### config.mk
export PLATFORM = sky130hd
export DESIGN_NAME = triac_phase_fire_timer_unit
export DESIGN_NICKNAME = d
export VERILOG_FILES = /design/src/rtl/tfire_pkg.sv /design/src/rtl/tfire_cfg.sv /design/src/rtl/tfire_seq.sv /design/src/rtl/triac_phase_fire_timer_unit.sv
export SDC_FILE = /design/constraint.sdc
export NUM_CORES = 1
export LEC_CHECK = 0
export ABC_AREA = 0
export BUFFER_PORTS_ARGS = -buffer_cell sky130_fd_sc_hd__buf_2
export CAP_MARGIN = 20
export CORE_ASPECT_RATIO = 1.4
export CORE_UTILIZATION = 30
export CTS_BUF_LIST = sky130_fd_sc_hd__clkbuf_4 sky130_fd_sc_hd__clkbuf_8 sky130_fd_sc_hd__clkbuf_16
export DETAILED_ROUTE_END_ITERATION = 6
export PLACE_DENSITY_LB_ADDON = 0.2
export SETUP_SLACK_MARGIN = 0.1
export SYNTH_ARGS = -nofsm -noshare
export SYNTH_HDL_FRONTEND = slang
export SYNTH_SLANG_ARGS = --single-unit
### constraint.sdc
create_clock -name clk -period 2.2 [get_ports clk]
set_input_delay 0.44 -clock clk [delete_from_list [all_inputs] [get_ports clk]]
set_output_delay 0.44 -clock clk [all_outputs]
set_load 0.05 [all_outputs]
### src/rtl/tfire_pkg.sv
// Shared types and constants for the triac phase-angle fire timer.
`timescale 1ns / 1ps

package tfire_pkg;

  localparam int unsigned TICK_W  = 16;
  localparam int unsigned DELAY_W = 14;
  localparam int unsigned LEVEL_W = 8;
  localparam int unsigned ACT_W   = 2;
  localparam int unsigned IDX_W   = 2;
  localparam int unsigned CFG_W   = 16;

  // Action codes carried on the input tuser
  localparam logic [ACT_W-1:0] ACT_TICK  = 2'd0;
  localparam logic [ACT_W-1:0] ACT_ZC    = 2'd1;
  localparam logic [ACT_W-1:0] ACT_LEVEL = 2'd2;

  // Configuration register indexes
  localparam logic [IDX_W-1:0] REG_PULSE_TICKS = 2'd0;
  localparam logic [IDX_W-1:0] REG_GAP_TICKS   = 2'd1;
  localparam logic [IDX_W-1:0] REG_MIN_LEVEL   = 2'd2;

  localparam logic [TICK_W-1:0]  PULSE_TICKS_RST = 16'd1001;
  localparam logic [TICK_W-1:0]  GAP_TICKS_RST   = 16'd9001;
  localparam logic [LEVEL_W-1:0] MIN_LEVEL_RST   = 8'd5;

  typedef enum logic [2:0] {
    PH_IDLE   = 3'd0,
    PH_DELAY  = 3'd1,
    PH_PULSE1 = 3'd2,
    PH_GAP1   = 3'd3,
    PH_PULSE2 = 3'd4,
    PH_GAP2   = 3'd5
  } phase_t;

  typedef struct packed {
    logic [TICK_W-1:0]  pulse_ticks;
    logic [TICK_W-1:0]  gap_ticks;
    logic [LEVEL_W-1:0] min_level;
  } cfg_t;

  typedef struct packed {
    phase_t phase;
    logic   gate;
  } res_t;

endpackage

### src/rtl/tfire_cfg.sv
// Configuration register bank: pulse length, gap length and minimum level.
`timescale 1ns / 1ps

module tfire_cfg (
  input  logic                            clk,
  input  logic                            rst_n,
  input  logic                            cfg_valid,
  output logic                            cfg_ready,
  input  logic [tfire_pkg::IDX_W-1:0]     cfg_index,
  input  logic [tfire_pkg::CFG_W-1:0]     cfg_data,
  output tfire_pkg::cfg_t                 cfg
);

  tfire_pkg::cfg_t cfg_r;
  tfire_pkg::cfg_t cfg_nxt;

  assign cfg_ready = 1'b1;
  assign cfg       = cfg_r;

  always_comb begin
    cfg_nxt = cfg_r;
    if (cfg_valid) begin
      unique case (cfg_index)
        tfire_pkg::REG_PULSE_TICKS: cfg_nxt.pulse_ticks = cfg_data;
        tfire_pkg::REG_GAP_TICKS:   cfg_nxt.gap_ticks   = cfg_data;
        tfire_pkg::REG_MIN_LEVEL:   cfg_nxt.min_level   = cfg_data[tfire_pkg::LEVEL_W-1:0];
        default: ;
      endcase
    end
  end

  always_ff @(posedge clk) begin
    if (!rst_n) begin
      cfg_r.pulse_ticks <= tfire_pkg::PULSE_TICKS_RST;
      cfg_r.gap_ticks   <= tfire_pkg::GAP_TICKS_RST;
      cfg_r.min_level   <= tfire_pkg::MIN_LEVEL_RST;
    end else begin
      cfg_r <= cfg_nxt;
    end
  end

endmodule

### src/rtl/tfire_seq.sv
// Firing sequencer: delay, two gate pulses and their gaps, counted in ticks.
`timescale 1ns / 1ps

module tfire_seq (
  input  logic                            clk,
  input  logic                            rst_n,
  input  logic                            step,
  input  logic [tfire_pkg::ACT_W-1:0]     action,
  input  logic [tfire_pkg::LEVEL_W-1:0]   level,
  input  tfire_pkg::cfg_t                 cfg,
  output tfire_pkg::res_t                 res_nxt
);

  logic [tfire_pkg::DELAY_W-1:0] fire_delay_r, fire_delay_nxt;
  logic [tfire_pkg::TICK_W-1:0]  tick_count_r, tick_count_nxt;
  tfire_pkg::phase_t             phase_r, phase_nxt;
  logic                          gate_r, gate_nxt;
  logic [tfire_pkg::DELAY_W-1:0] new_delay;

  // ((255 - level) << 5) + 1, with 255 - level being the inverted level
  assign new_delay = {1'b0, ~level, 5'b00001};

  assign res_nxt.phase = phase_nxt;
  assign res_nxt.gate  = gate_nxt;

  always_comb begin
    fire_delay_nxt = fire_delay_r;
    tick_count_nxt = tick_count_r;
    phase_nxt      = phase_r;
    gate_nxt       = gate_r;
    if (step) begin
      unique case (action)
        tfire_pkg::ACT_TICK: begin
          if (phase_r != tfire_pkg::PH_IDLE) begin
            if (tick_count_r <= 16'd1) begin
              // end of phase: advance to the next one
              unique case (phase_r)
                tfire_pkg::PH_DELAY: begin
                  gate_nxt       = 1'b1;
                  tick_count_nxt = cfg.pulse_ticks;
                  phase_nxt      = tfire_pkg::PH_PULSE1;
                end
                tfire_pkg::PH_PULSE1: begin
                  gate_nxt       = 1'b0;
                  tick_count_nxt = cfg.gap_ticks;
                  phase_nxt      = tfire_pkg::PH_GAP1;
                end
                tfire_pkg::PH_GAP1: begin
                  gate_nxt       = 1'b1;
                  tick_count_nxt = cfg.pulse_ticks;
                  phase_nxt      = tfire_pkg::PH_PULSE2;
                end
                tfire_pkg::PH_PULSE2: begin
                  gate_nxt       = 1'b0;
                  tick_count_nxt = cfg.gap_ticks;
                  phase_nxt      = tfire_pkg::PH_GAP2;
                end
                default: begin
                  tick_count_nxt = '0;
                  phase_nxt      = tfire_pkg::PH_IDLE;
                end
              endcase
            end else begin
              tick_count_nxt = tick_count_r - 16'd1;
            end
          end
        end
        tfire_pkg::ACT_ZC: begin
          if (fire_delay_r == '0) begin
            gate_nxt = 1'b0;
          end else begin
            // restart; the gate holds its level until the delay runs out
            tick_count_nxt = {{(tfire_pkg::TICK_W - tfire_pkg::DELAY_W){1'b0}}, fire_delay_r};
            phase_nxt      = tfire_pkg::PH_DELAY;
          end
        end
        tfire_pkg::ACT_LEVEL: begin
          if (level < cfg.min_level) begin
            fire_delay_nxt = '0;
            tick_count_nxt = '0;
            phase_nxt      = tfire_pkg::PH_IDLE;
            gate_nxt       = 1'b0;
          end else begin
            fire_delay_nxt = new_delay;
          end
        end
        default: ;
      endcase
    end
  end

  always_ff @(posedge clk) begin
    if (!rst_n) begin
      fire_delay_r <= '0;
      tick_count_r <= '0;
      phase_r      <= tfire_pkg::PH_IDLE;
      gate_r       <= 1'b0;
    end else begin
      fire_delay_r <= fire_delay_nxt;
      tick_count_r <= tick_count_nxt;
      phase_r      <= phase_nxt;
      gate_r       <= gate_nxt;
    end
  end

  a_no_delay_idle: assert property (@(posedge clk) disable iff (!rst_n)
    fire_delay_r == '0 |-> phase_r == tfire_pkg::PH_IDLE)
    else $error("sequence running without a stored delay");

  a_idle_count_zero: assert property (@(posedge clk) disable iff (!rst_n)
    phase_r == tfire_pkg::PH_IDLE |-> tick_count_r == '0)
    else $error("tick count left over in idle");

  a_zc_restart: assert property (@(posedge clk) disable iff (!rst_n)
    step && action == tfire_pkg::ACT_ZC && fire_delay_r != '0 |=>
      phase_r == tfire_pkg::PH_DELAY &&
      tick_count_r == {{(tfire_pkg::TICK_W - tfire_pkg::DELAY_W){1'b0}}, $past(fire_delay_r)})
    else $error("zero crossing did not reload the delay");

  a_tick_countdown: assert property (@(posedge clk) disable iff (!rst_n)
    step && action == tfire_pkg::ACT_TICK && phase_r != tfire_pkg::PH_IDLE &&
      tick_count_r > 16'd1 |=>
      tick_count_r == $past(tick_count_r) - 16'd1 && $stable(phase_r))
    else $error("tick did not count down within the phase");

endmodule

### src/rtl/triac_phase_fire_timer_unit.sv
// Top level of the triac phase-angle fire timer: stream ports and beat registers.
`timescale 1ns / 1ps

// Usage
//   Input stream: one beat per event. in_tuser carries the action (0 tick of
//   one microsecond, 1 mains zero crossing, 2 set light level); in_tdata
//   carries the level, read only for a set-level beat.
//   Output stream: exactly one beat per input beat, in order, giving the gate
//   drive (bit 0) and sequence phase (bits 3:1) after that event.
//   Configuration: cfg_index selects pulse length (0), gap length (1) or
//   minimum level (2); written when cfg_valid and cfg_ready are high.
//   cfg_ready is always high. Write only while no beat is in flight.
// Timing
//   An accepted beat sits in the input register, then the sequencer update
//   lands in the output register, which drives out_tvalid and out_tdata.
//   Throughput is one beat per cycle while the receiver takes each output beat.
//   When the receiver stalls, the output beat holds and the input register
//   fills; in_tready then falls until the output beat is taken.
// Reset
//   rst_n is synchronous, active low: sequence idle, gate off, no delay
//   stored, both registers empty, configuration at its reset values.
module triac_phase_fire_timer_unit (
  input  logic       clk,
  input  logic       rst_n,
  input  logic       in_tvalid,
  output logic       in_tready,
  input  logic [7:0] in_tdata,   // [7:0] level
  input  logic [1:0] in_tuser,   // [1:0] action
  output logic       out_tvalid,
  input  logic       out_tready,
  output logic [7:0] out_tdata,  // [0] triac_gate, [3:1] sequence_phase, [7:4] zero
  input  logic       cfg_valid,
  output logic       cfg_ready,
  input  logic [1:0] cfg_index,
  input  logic [15:0] cfg_data
);

  tfire_pkg::cfg_t cfg;
  tfire_pkg::res_t res_nxt;

  logic                           in_vld_r, in_vld_nxt;
  logic [tfire_pkg::ACT_W-1:0]    in_action_r;
  logic [tfire_pkg::LEVEL_W-1:0]  in_level_r;
  logic                           out_vld_r, out_vld_nxt;
  tfire_pkg::res_t                out_res_r;
  logic                           in_beat;
  logic                           adv;
  logic                           step;

  assign adv       = !out_vld_r || out_tready;
  assign step      = in_vld_r && adv;
  assign in_tready = !in_vld_r || adv;
  assign in_beat   = in_tvalid && in_tready;

  assign out_tvalid = out_vld_r;
  assign out_tdata  = {4'b0000, out_res_r.phase, out_res_r.gate};

  always_comb begin
    in_vld_nxt = in_vld_r;
    if (in_beat) begin
      in_vld_nxt = 1'b1;
    end else if (step) begin
      in_vld_nxt = 1'b0;
    end
    out_vld_nxt = out_vld_r;
    if (step) begin
      out_vld_nxt = 1'b1;
    end else if (out_tready) begin
      out_vld_nxt = 1'b0;
    end
  end

  always_ff @(posedge clk) begin
    if (!rst_n) begin
      in_vld_r  <= 1'b0;
      out_vld_r <= 1'b0;
    end else begin
      in_vld_r  <= in_vld_nxt;
      out_vld_r <= out_vld_nxt;
    end
  end

  // payload: hold unless a new beat lands
  always_ff @(posedge clk) begin
    if (in_beat) begin
      in_action_r <= in_tuser;
      in_level_r  <= in_tdata;
    end
    if (step) begin
      out_res_r <= res_nxt;
    end
  end

  tfire_cfg u_cfg (
    .clk       (clk),
    .rst_n     (rst_n),
    .cfg_valid (cfg_valid),
    .cfg_ready (cfg_ready),
    .cfg_index (cfg_index),
    .cfg_data  (cfg_data),
    .cfg       (cfg)
  );

  tfire_seq u_seq (
    .clk     (clk),
    .rst_n   (rst_n),
    .step    (step),
    .action  (in_action_r),
    .level   (in_level_r),
    .cfg     (cfg),
    .res_nxt (res_nxt)
  );

endmodule
* After elaboration in Yosys (flattened, before gate mapping)
Cells that the tools add are included.
** Word-level totals
- Bits in latches :: 0
- Register bits after elaboration :: 90
- ROM bits :: 0
- Memories :: 0
- Logic and storage cells :: 73
- Bits in writable memories :: 0
** Cells by class
- $add $sub $neg :: 1
- Shifts and indexed selects :: 0
- Div/mod/pow operators :: 0
- Reductions and logical operators :: 20
- Bitwise operators :: 1
- Order comparisons :: 2
- Multiply operators :: 0
- Eq/ne operators :: 11
- Muxes and demuxes :: 25
** Operators by type and width (count)
- $mux W16 :: 4
- $pmux W16 S3 :: 1
- $pmux W16 S2 :: 1
- $le A16 B1 Y1 const B :: 1
- $sub A16 B1 Y16 const B :: 1
- $mux W3 :: 5
- $logic_not A14 Y1 :: 1
- $mux W13 :: 1
- $pmux W3 S4 :: 1
- $mux W1 :: 9
- $pmux W3 S3 :: 1
- $lt A8 B8 Y1 :: 1
- $not A8 Y8 :: 1
- $reduce_and A2 Y1 :: 4
- $eq A3 B2 Y1 const B :: 2
- $reduce_bool A3 Y1 :: 2
- $reduce_and A5 Y1 :: 1
- $eq A2 B1 Y1 const B :: 2
- $eq A2 B2 Y1 const B :: 2
- $logic_not A2 Y1 :: 2
- $ne A2 B1 Y1 const B :: 2
- $reduce_bool A2 Y1 :: 2
- $reduce_or A2 Y1 :: 2
- $eq A3 B1 Y1 const B :: 1
- 7 further kinds :: 10

* Longest topological paths before layout
Gate-level depths: netlist of the first run.
- Depth after elaboration :: 7
- Mapped depth :: 10
- Depth with buffers taken out :: 8

* Cells and area by module
A second synthesis of the first run with hierarchy kept.
** Unflattened totals
- Cells, all modules :: 453
- Area total of the unflattened synthesis :: 4264.1 um2
** By module, submodules not included
- tfire_seq :: seq. area each 580.6 um2, times used 1, area an instance 2094.5 um2, cells an instance 267
- tfire_cfg :: seq. area each 800.8 um2, times used 1, area an instance 1611.5 um2, cells an instance 158
- triac_phase_fire_timer_unit :: seq. area each 460.4 um2, times used 1, area an instance 558.0 um2, cells an instance 28

* Least setup slack after synthesis of the first run
OpenSTA, ideal clock, no wires.
- Path type :: register to register
- Start :: reg in_level_r[7] (netlist bit)
- End :: reg u_seq.tick_count_r[13] (netlist bit)
- Buffers on the path :: 2
- Library setup time :: 0.101 ns
- Cell stages (with the launch flop) :: 9
- Required time :: 2.099 ns
- Arrival time :: 2.322 ns
- Path slack :: -0.223 ns
- Cells stage by stage :: edfxtp_1 -> ha_1 -> and3_1 -> a2111oi_0 -> o211ai_1 -> or2_2 -> clkbuf_1 -> buf_4 -> o41ai_1
** On the way
- Longest elaborated chain between the ends :: 3
** Ends and longest elaborated chain
- from (decl) :: RTL line triac_phase_fire_timer_unit.sv:43 : logic [tfire_pkg::LEVEL_W-1:0] in_level_r;
- from (signal assigned) :: RTL line triac_phase_fire_timer_unit.sv:87 : in_level_r <= in_tdata;
- $lt A8 B8 Y1 :: RTL line tfire_seq.sv:78 : if (level < cfg.min_level) begin
- $ne A2 B1 Y1 (no source line)
- $reduce_and A5 Y1 (no source line)
- to (signal assigned) :: RTL line tfire_seq.sv:100 : tick_count_r <= tick_count_nxt;
- to (decl) :: RTL line tfire_seq.sv:15 : logic [tfire_pkg::TICK_W-1:0] tick_count_r, tick_count_nxt;
Every way passes these cells.
A chain may end at the register's enable or synchronous reset.

* Worst setup path in the final report of the first run
- Start :: reg in_level_r[4] (netlist bit)
- End :: reg u_seq.tick_count_r[1] (netlist bit)
Same word-level chain as after synthesis.

==> results.toml, run 1 <==
[status]
outcome = "finished clean"

[synthesis]
ys.flop_type = "sky130_fd_sc_hd__dfxtp_1"
synth_area_um2 = 4160
sequential_element_share_of_the_synthesized_area = 0.443
synth_cell_types = 58
number_of_enable_type_register_cells_in_the_synthesized_netlist = 14
ys_async_sr_fraction = 0
post_synth_inst_count = 473
synth-seq-cells = 85
synth.avg_cell_area_um2 = 8.78
yosysWarningCount = 0

[setup_path]
setup.worst_path.start_class = "flip-flop"
critical_path_required_ns = 2.49
timing_worst_setup_path_type = "flip-flop to flip-flop"
critPathArrivalTime_ns = 2.45
worstPathMaxFanout = 7
end_kind = "flip-flop"

[layout]
most-common-layout-cells = "88 x sky130_fd_sc_hd__nand2_1, 71 x sky130_fd_sc_hd__dfxtp_1, 40 x sky130_fd_sc_hd__buf_4"
antenna_cells = 0
layout-area-overhead-vs-synth_pct = 31.0
drive_gt1_frac = 0.281
nNetsFinal = 586
fill_cells = 1366
leading_cell_type_in_the_layout_fill_and_taps_excluded = "sky130_fd_sc_hd__nand2_1"
design_area_final_um2 = 5440

[clock_tree]
clock_sink_count = 85
root_buffer = "sky130_fd_sc_hd__clkbuf_16"
path_clk_slew_ns = 0.06
clock_tree_from_tritoncts = "yes"
insertion_delay_ns = 0.34
cts_buffer_depth = 2
htreeDepth = 3
cts-buffers-inserted = 9

[grt]
grt_start_max_net_pins = 55
grt_first_pass_wirelength_um = 18500
first_global_vias = 3568
grtUsageTotal = 0.169
number_of_antenna_violations_at_the_first_check_in_global_routing = 0
globalRouteOverflowTotal = 0

[power]
switching_power_w = 0.00119
sw_frac_of_total = 0.291
vdd.ir_drop.worst_v = 0.000427
power.static_leakage_nw = 2.19
power.internal_w = 0.00290
clockPowerShare = 0.348
power.density_cell_area_nw_per_um2 = 752
comb_power_share = 0.240
post-layout-total-power_w = 0.00409
sequential_power_share = 0.412

[drt]
drcViolationCount = 0
via_cell_ratio = 5.05
initialDrtViolationCount = 130
antenna_violating_nets_post_route = 0
drt_pass1_iterations = 4
routed_wirelength_um = 11400
drt-wirelength-per-cell_um = 15.7
route.vias.total = 3674

[die]
vert_die_dim_um = 141
area_of_the_die_um2 = 14300
initial_core_util = 0.309
rows = 50
fp.coreArea_um2 = 13500
ioPinCount = 44
chipWidth_um = 101

[sta]
fmaxAchievable_mhz = 463
max_slew_headroom = 0.578
post-route-period-util = 0.982
grt_setup_unrepaired = "true"
tightest_slew_ns = 0.630
final-setup-viol-count = 0
finalClockSkew_ns = 0.00669
final-hold-violation-count = 0
post-route-min-period_ns = 2.16
slew_violations = 0
fin_tns_setup_ns = 0

[placed_design]
placedInstanceArea_um2 = 4880
numPortBuffers = 38
gp_routability_congestion = 0.797
hpwlAfterDp_um = 8180

[worst_hold_path]
worstHoldPathType = "input port to flip-flop"

[flow_run]
drv.max_cap_violation_count = 0
[power by group through the flow]
stage                     registers [W]  clock network [W]  logic [W]
after floorplan                 0.00172                  0   0.000561
after global placement          0.00172                  0   0.000850
after detailed placement        0.00172                  0   0.000863
after CTS                       0.00168            0.00146   0.000925
after global routing            0.00169            0.00152    0.00108
final                           0.00168            0.00143   0.000981
[state kept, by name, summed over array words and instances (netlist names)]
name	cells
u_seq.tick_count_r	16
in_action_r	2
u_seq.phase_r	3
in_vld_r	1
in_level_r	8
u_cfg.cfg	40
out_tvalid	1
out_tdata	4
u_seq.gate_r	1
u_seq.fire_delay_r	9
[cell usage after synthesis, types with 3 or more instances]
cell | count | area [µm²]
sky130_fd_sc_hd__a221oi_1 | 9 | 78.8
sky130_fd_sc_hd__mux2i_1 | 7 | 70.1
sky130_fd_sc_hd__nand2_1 | 88 | 330
sky130_fd_sc_hd__buf_4 | 6 | 45.0
sky130_fd_sc_hd__a22oi_1 | 8 | 60.1
sky130_fd_sc_hd__nor3_1 | 10 | 50.1
sky130_fd_sc_hd__xor2_1 | 3 | 26.3
sky130_fd_sc_hd__nand3_1 | 28 | 140
sky130_fd_sc_hd__a31oi_1 | 11 | 68.8
sky130_fd_sc_hd__clkbuf_1 | 24 | 90.1
sky130_fd_sc_hd__a21oi_1 | 4 | 20.0
sky130_fd_sc_hd__ha_1 | 13 | 163
sky130_fd_sc_hd__a21boi_0 | 20 | 150
sky130_fd_sc_hd__and3_1 | 4 | 25.0
sky130_fd_sc_hd__o31ai_1 | 5 | 37.5
sky130_fd_sc_hd__xnor2_1 | 6 | 52.6
sky130_fd_sc_hd__or4_1 | 5 | 37.5
sky130_fd_sc_hd__nor2b_1 | 11 | 68.8
sky130_fd_sc_hd__inv_1 | 16 | 60.1
sky130_fd_sc_hd__o21ai_0 | 21 | 105
sky130_fd_sc_hd__dfxtp_1 | 71 | 1420
sky130_fd_sc_hd__nand4_1 | 4 | 25.0
sky130_fd_sc_hd__edfxtp_1 | 14 | 420
sky130_fd_sc_hd__nor2_1 | 16 | 60.1
sky130_fd_sc_hd__a211o_1 | 6 | 52.6
sky130_fd_sc_hd__nor4_1 | 6 | 37.5
sky130_fd_sc_hd__o21a_1 | 4 | 30.0
sky130_fd_sc_hd__a21o_1 | 3 | 22.5
sky130_fd_sc_hd__a2111oi_0 | 3 | 26.3
sky130_fd_sc_hd__and2_1 | 7 | 43.8
sky130_fd_sc_hd__buf_2 | 3 | 15.0
[repair_timing]
item,in CTS,in global routing
pin swaps,12,15
endpoints found under the setup margin,24,24
gates cloned,0,1
setup buffers,5,1
resized for setup,23,25
hold buffers,0,0
[critical path, stage by stage, from the launching register on]
cell,delay [ns]
sky130_fd_sc_hd__edfxtp_1,0.43
sky130_fd_sc_hd__ha_4,0.24
sky130_fd_sc_hd__and3_4,0.15
sky130_fd_sc_hd__a2111oi_4,0.33
sky130_fd_sc_hd__o211ai_1,0.16
sky130_fd_sc_hd__or2_4,0.33
sky130_fd_sc_hd__buf_12,0.15
sky130_fd_sc_hd__a2111oi_4,0.17
sky130_fd_sc_hd__a31o_1,0.13
[kinds of logic (layout without fill, tap and decap cells)]
logic type	Yosys count	count (layout)	synth area share
AOI/OAI and AO/OA	110	110	0.193
xor gates and xnor gates	9	9	0.0190
adders and majority gates	13	13	0.0391
buffers and inverters	51	120	0.0542
DFF	85	85	0.443
muxes	8	8	0.0196
other	2	5	0.00181
and+or+nand+nor	195	195	0.230
[path summary, 6_finish.rpt]
path | startpoint | slack [ns] | depth (start not counted) | end
max | in_level_r[4]$_DFFE_PP_ | 0.04 | 8 | u_seq.tick_count_r[1]$_SDFFE_PN0P_
max reg2reg | in_level_r[4]$_DFFE_PP_ | 0.04 | 8 | u_seq.tick_count_r[1]$_SDFFE_PN0P_
min | in_tdata[3] | 0.27 | 1 | in_level_r[3]$_DFFE_PP_
min reg2reg | u_cfg.cfg[38]$_SDFFE_PN0P_ | 0.46 | 2 | u_cfg.cfg[38]$_SDFFE_PN0P_
[layer usage]
layer,GRT usage,share of wire,vias to the layer above
met5,0,0,-
met4,0.0992,0.042,0
met3,0.0261,0.025,23
met2,0.287,0.50,72
met1,0.200,0.43,1755
li1,-,-,1824
[through the flow]
| stage | hold slack (ns) | instances | utilization | setup slack, ns |
|---|---|---|---|---|
| 2_1_floorplan | 0.435 | 476 | - | -0.0129 |
| 3_3_place_gp | 0.452 | 704 | 0.363 | -0.0201 |
| 3_5_place_dp | 0.458 | 704 | 0.363 | -0.0799 |
| 4_1_cts | 0.260 | 725 | 0.396 | 0.0127 |
| 5_1_grt | 0.258 | 727 | 0.405 | -0.0387 |
| 6_report | 0.270 | 727 | 0.405 | 0.0399 |
[area by class of cell]
cell class                 instances  area, µm²  share of cell area
clock inverter                     4       26.3             0.00483
tap                              182        228              0.0418
multi-input combinational        340       2400               0.441
clock buffer                      12        248              0.0455
sequential                        85       1840               0.338
inverter                          16       60.1              0.0110
timing repair buffer              88        638               0.117
(Power assumes the default switching activity.)
==> run 2: changes to the inputs <==
Settings changed: CELL_PAD_IN_SITES_DETAIL_PLACEMENT set to 0, CELL_PAD_IN_SITES_GLOBAL_PLACEMENT set to 1, CORE_UTILIZATION 30 to 40, CTS_CLUSTER_DIAMETER set to 120.
==> run 2 against run 1 <==
Final area increased by 1.4%. Die area decreased by 25%. Clock skew decreased by 0.0022 ns. Clock power increased by 12%. Sequential cell count unchanged. Setup slack got worse by 0.032 ns. Routed wire length decreased by 2.4%. Utilization increased by 15 points. Largest cell class unchanged. Largest power group unchanged.
==> results.toml, run 2 (synthesized netlist as in run 1, its figures left out) <==
[status]
outcome = "finished clean"

[sta]
fmaxAchievable_mhz = 456
final-hold-violation-count = 0
worst_hold_slack_ns = 0.274
finalClockSkew_ns = 0.00454
fin_tns_setup_ns = 0
post-route-period-util = 0.997
max_slew_headroom = 0.617
tightest_slew_ns = 0.561
post-route-min-period_ns = 2.19
final-setup-viol-count = 0
grt_setup_unrepaired = "true"
slew_violations = 0

[setup_path]
critical_path_buf_inv_count = 1
critPathArrivalTime_ns = 2.48
worst_path_most_repeated_cell = "sky130_fd_sc_hd__a2111oi_4"
critical_path_required_ns = 2.48
slowest_delay_ns = 0.44
timing_worst_setup_path_type = "flip-flop to flip-flop"
critical-path-slowest-cell = "sky130_fd_sc_hd__edfxtp_1"
end_kind = "flip-flop"
worstPathMaxFanout = 8
worstPathCellList = "ha_4 > and3_4 > a2111oi_4 > o211ai_1 > or2_4 > buf_6 > a2111oi_4 > a31o_1"
worst_path_dominant_cell_family = "compound AO/OA/AOI/OAI gates"
setup.worst_path.start_class = "flip-flop"

[drt]
routed_wirelength_um = 11100
route.vias.total = 3625
via_cell_ratio = 5.35
drt-wirelength-per-cell_um = 16.4
drcViolationCount = 0
drt_pass1_iterations = 5
initialDrtViolationCount = 159
antenna_violating_nets_post_route = 0

[clock_tree]
htreeDepth = 3
holdBufCountCts = 0
cts_buffer_depth = 2
root_buffer = "sky130_fd_sc_hd__clkbuf_16"
clock_tree_from_tritoncts = "yes"
cts-buffers-inserted = 9
path_clk_slew_ns = 0.06
clock_sink_count = 85
insertion_delay_ns = 0.34

[layout]
antenna_cells = 0
most-common-layout-cells = "88 x sky130_fd_sc_hd__nand2_1, 71 x sky130_fd_sc_hd__dfxtp_1, 38 x sky130_fd_sc_hd__buf_2, 38 x sky130_fd_sc_hd__buf_4, 27 x sky130_fd_sc_hd__nand3_1"
nNetsFinal = 584
design_area_final_um2 = 5520
largest_register_ffs = 40
drive_gt1_frac = 0.297
leading_cell_type_in_the_layout_fill_and_taps_excluded = "sky130_fd_sc_hd__nand2_1"
layout-area-overhead-vs-synth_pct = 32.9
finalCoreUtilization = 0.552

[die]
ioPinCount = 44
chipWidth_um = 88.1
area_of_the_die_um2 = 10800
vert_die_dim_um = 123
rows = 43
fp.coreArea_um2 = 10000
initial_core_util = 0.415

[worst_hold_path]
worstHoldPathType = "input port to flip-flop"

[grt]
first_global_vias = 3551
grtUsageTotal = 0.219
grt_start_max_net_pins = 41
grt_first_pass_wirelength_um = 17700
globalRouteOverflowTotal = 0
number_of_antenna_violations_at_the_first_check_in_global_routing = 0

[placed_design]
numPortBuffers = 38
gp_routability_congestion = 0.833
hpwlAfterDp_um = 7600
placedInstanceArea_um2 = 4800

[power]
power.static_leakage_nw = 2.22
vdd.ir_drop.worst_v = 0.000495
post-layout-total-power_w = 0.00431
power.density_cell_area_nw_per_um2 = 781

[flow_run]
drv.max_cap_violation_count = 0
[run 2: area by class of cell]
| class | count | area, µm² |
|---|---|---|
| Clock buffer | 13 | 303 |
| Inverter | 16 | 60.1 |
| Sequential cell | 85 | 1840 |
| Fill cell | 925 | 4480 |
| Multi-Input combinational cell | 340 | 2480 |
| Clock inverter | 3 | 21.3 |
| Timing Repair Buffer | 86 | 652 |
| Tap cell | 135 | 169 |
[run 2: routing by layer]
metal / vias to the layer above / part of all wire / track usage / routed length [µm]
li1: 1812 / - / - / -
met1: 1728 / 0.43 / 0.265 / 4840
met2: 71 / 0.52 / 0.385 / 5760
met3: 14 / 0.027 / 0.0336 / 300
met4: 0 / 0.022 / 0.0857 / 243
met5: - / 0 / 0 / 0
[run 2: timing repair]
action,4_1_cts,5_1_grt
resized for setup,23,47
endpoints found under the setup margin,24,23
endpoints found under the hold margin,0,0
pin swaps,13,10
buffers inserted,6,1
cloned,1,1
[run 2: power breakdown]
| group | total [W] | switching [W] | internal (W) |
|---|---|---|---|
| logic | 0.00103 | 0.000536 | 0.000493 |
| registers | 0.00169 | 0.0000443 | 0.00164 |
| clock network | 0.00160 | 0.000628 | 0.000967 |
| total | 0.00431 | 0.00121 | 0.00310 |
[run 2: stage by stage]
| step | setup slack, ns | instances |
|---|---|---|
| floorplan | -0.0129 | 476 |
| global placement | -0.00827 | 653 |
| detailed placement | -0.0664 | 653 |
| finish | 0.00758 | 678 |
| global route | -0.0868 | 678 |
| CTS | 0.00473 | 676 |
[run 2: worst paths after layout]
path	slack, ns	start	cells after the start	end
setup / recovery	0.008	in_level_r[7]$_DFFE_PP_	8	u_seq.tick_count_r[1]$_SDFFE_PN0P_
hold / removal	0.27	in_tdata[7]	1	in_level_r[7]$_DFFE_PP_
setup reg to reg	0.008	in_level_r[7]$_DFFE_PP_	8	u_seq.tick_count_r[1]$_SDFFE_PN0P_
hold reg to reg	0.47	u_cfg.cfg[16]$_SDFFE_PN1P_	2	u_cfg.cfg[16]$_SDFFE_PN1P_
==> run 3: changes to the inputs <==
Settings changed: ABC_CLOCK_PERIOD_IN_PS set to 2200, CORE_UTILIZATION 40 to 41, SYNTH_HIERARCHICAL set to 1.
==> run 3 against run 2 <==
First-iteration DRC count shrank 19%. Global-route usage fell by 0.76 points. Combinational power shrank 4%. The run now ends with setup timing left. Clock power is 8% lower. Final area down 2.2%. Worst hold slack better by 0.0052 ns. Area after synthesis rose by 2.6%. Sequential cell count unchanged. Power fell by 3.8%. Non-clock buffer count grew 2. Critical path depth decreased by 2. Utilization fell by 1.2 points.
==> results.toml, run 3 <==
[sta]
fmaxAchievable_mhz = 437
post-route-period-util = 1.04
tightest_slew_ns = 0.650
max_slew_headroom = 0.565
timing.final.ws_setup_ns = -0.0877
post-route-min-period_ns = 2.29
fin_tns_setup_ns = -0.469
final-setup-viol-count = 13
finalClockSkew_ns = 0.00470
grt_setup_unrepaired = "true"
slew_violations = 0
final-hold-violation-count = 0

[synthesis]
ys.flop_type = "sky130_fd_sc_hd__dfxtp_1"
number_of_enable_type_register_cells_in_the_synthesized_netlist = 14
synth_top_cells_by_area = "sky130_fd_sc_hd__dfxtp_1 33%, sky130_fd_sc_hd__edfxtp_1 9.9%, sky130_fd_sc_hd__mux2i_1 8.5%, sky130_fd_sc_hd__nand2_1 6.3%, sky130_fd_sc_hd__ha_1 3.8%"
synth_area_um2 = 4260
synth-seq-cells = 85
yosysTopAreaCellShare = 0.333
synth.avg_cell_area_um2 = 9.41
sequential_element_share_of_the_synthesized_area = 0.432
yosys-top-cells-count = "71 x sky130_fd_sc_hd__dfxtp_1, 71 x sky130_fd_sc_hd__nand2_1, 36 x sky130_fd_sc_hd__mux2i_1"
ys_async_sr_fraction = 0
synth_cell_types = 64
post_synth_inst_count = 453
yosysWarningCount = 6
netlist.top_cell.by_area = "sky130_fd_sc_hd__dfxtp_1"

[die]
area_of_the_die_um2 = 10800
rows = 43
initial_core_util = 0.426
vert_die_dim_um = 123
fp.coreArea_um2 = 10000
ioPinCount = 44
chipWidth_um = 88.2

[clock_tree]
path_clk_slew_ns = 0.06
clock_sink_count = 85
cts-buffers-inserted = 9
insertion_delay_ns = 0.33
holdBufCountCts = 0
root_buffer = "sky130_fd_sc_hd__clkbuf_16"
cts_buffer_depth = 2
clock_tree_from_tritoncts = "yes"
htreeDepth = 3

[drt]
via_cell_ratio = 5.30
antenna_violating_nets_post_route = 0
initialDrtViolationCount = 128
drt-wirelength-per-cell_um = 16.1
drcViolationCount = 0
drt_pass1_iterations = 5
routed_wirelength_um = 10700
route.vias.total = 3521

[layout]
largest_register_ffs = 40
drive_gt1_frac = 0.265
nNetsFinal = 570
fill_cells = 952
most-common-layout-cells = "70 x sky130_fd_sc_hd__nand2_1, 68 x sky130_fd_sc_hd__dfxtp_1, 39 x sky130_fd_sc_hd__buf_4"
area_taken_by_multi_input_logic_gates_um2 = 2340
leading_cell_type_in_the_layout_fill_and_taps_excluded = "sky130_fd_sc_hd__nand2_1"
antenna_cells = 0
layout.area.seq_um2 = 1850
layout-area-overhead-vs-synth_pct = 26.7
finalCoreUtilization = 0.540

[status]
outcome = "complete, but fails checks"
violated_checks = "setup timing"

[grt]
grt_start_max_net_pins = 57
number_of_antenna_violations_at_the_first_check_in_global_routing = 0
first_global_vias = 3557
grtUsageTotal = 0.211
grt_first_pass_wirelength_um = 17300
globalRouteOverflowTotal = 0

[setup_path]
end_kind = "flip-flop"
setup.worst_path.start_class = "flip-flop"
worstPathCellList = "or4_4 > or4_4 > nor2_4 > mux2_4 > a21oi_4 > o32ai_1"
worst_path_most_repeated_cell = "sky130_fd_sc_hd__or4_4"
worstPathMaxFanout = 4
critical-path-slowest-cell = "sky130_fd_sc_hd__or4_4"
slowest_delay_ns = 0.53
timing_worst_setup_path_type = "flip-flop to flip-flop"
critPathArrivalTime_ns = 2.37
setup_slack_of_the_worst_register_to_register_path_ns = -0.09
critical_path_required_ns = 2.28

[worst_hold_path]
worstHoldPathType = "input port to flip-flop"

[power]
power.density_cell_area_nw_per_um2 = 767
vdd.ir_drop.worst_v = 0.000437
power.static_leakage_nw = 2.26

[placed_design]
hpwlAfterDp_um = 7460
numPortBuffers = 38
place_worst_setup_slack_ns = -0.110
gp_routability_congestion = 0.808

[flow_run]
drv.max_cap_violation_count = 0
==> run 3: cell types whose count changed in the layout (fill, tap and decap cells not counted), moves of 5 or more <==
cell                       change
sky130_fd_sc_hd__a221o_1       +7
sky130_fd_sc_hd__inv_1         +6
sky130_fd_sc_hd__nor3_1        -6
sky130_fd_sc_hd__nand3_1      -23
sky130_fd_sc_hd__mux2i_1      +29
sky130_fd_sc_hd__nor4_2        -5
sky130_fd_sc_hd__a22oi_1       -6
sky130_fd_sc_hd__nor2b_1       +6
sky130_fd_sc_hd__a21boi_0     -20
sky130_fd_sc_hd__nand2_1      -18
sky130_fd_sc_hd__a31oi_1       +5
==> run 3: what timing repair did <==
item                                    CTS  global route
resized for setup                        35             9
setup buffers                             6             1
cloned                                    2             0
endpoints found under the setup margin   24            32
hold endpoints to repair                  0             0
pin swaps                                14            11
==> run 3: critical path: cells and delay by family, from the launching register on <==
family             cells  cell delay [ns]
AOI/OAI and AO/OA      2             0.24
DFF                    1             0.32
muxes                  1             0.33
and+or+nand+nor        3             1.15
==> run 3: area by class of cell <==
class	count	area share
clock buffer	10	0.0431
multi-input combinational	319	0.433
clock inverter	6	0.00996
timing repair buffer	88	0.126
tap	135	0.0313
inverter	21	0.0146
sequential	85	0.342
==> run 3: final timing paths <==
check,endpoint,startpoint,depth (start not counted)
max,out_tdata[1]$_DFFE_PP_,u_seq/tick_count_r[5]$_SDFFE_PN0P_,6
min,in_action_r[0]$_DFFE_PP_,in_tuser[0],1
max reg2reg,out_tdata[1]$_DFFE_PP_,u_seq/tick_count_r[5]$_SDFFE_PN0P_,6
min reg2reg,u_cfg/cfg[23]$_SDFFE_PN0P_,u_cfg/cfg[23]$_SDFFE_PN0P_,2
==> run 3: routing by layer <==
metal / GRT usage / up-vias / wire length, µm
met5: 0 / - / 0
li1: - / 1764 / -
met3: 0.0330 / 15 / 249
met4: 0.0796 / 0 / 207
met1: 0.247 / 1691 / 4610
met2: 0.382 / 51 / 5620
==> run 3: through the flow <==
| stage | total power (W) | std cells | instance area [µm²] | hold WS (ns) |
|---|---|---|---|---|
| global route | 0.00432 | 664 | 5400 | 0.268 |
| CTS | 0.00415 | 663 | 5350 | 0.269 |
| floorplan | 0.00227 | 456 | 4310 | 0.434 |
| finish | 0.00414 | 664 | 5400 | 0.280 |
| detailed placement | 0.00258 | 639 | 4830 | 0.451 |
| global placement | 0.00257 | 639 | 4830 | 0.444 |
==> run 3: power breakdown <==
part	switching [W]	internal, W
registers	0.0000442	0.00164
clock network	0.000594	0.000878
logic	0.000518	0.000466
total	0.00116	0.00299
==> run 3: cell families (layout without fill, tap and decap cells) <==
kind of cell / after synthesis / in the layout / share of synthesized area
multiplexers: 37 / 37 / 0.0871
AND/OR/NAND/NOR: 155 / 155 / 0.189
XOR/XNOR: 11 / 11 / 0.0226
buffers and inverters: 52 / 125 / 0.0619
flip-flops: 85 / 85 / 0.432
AO/OA/AOI/OAI: 98 / 98 / 0.168
other: 2 / 5 / 0.00176
adder cells (fa/ha/maj): 13 / 13 / 0.0381
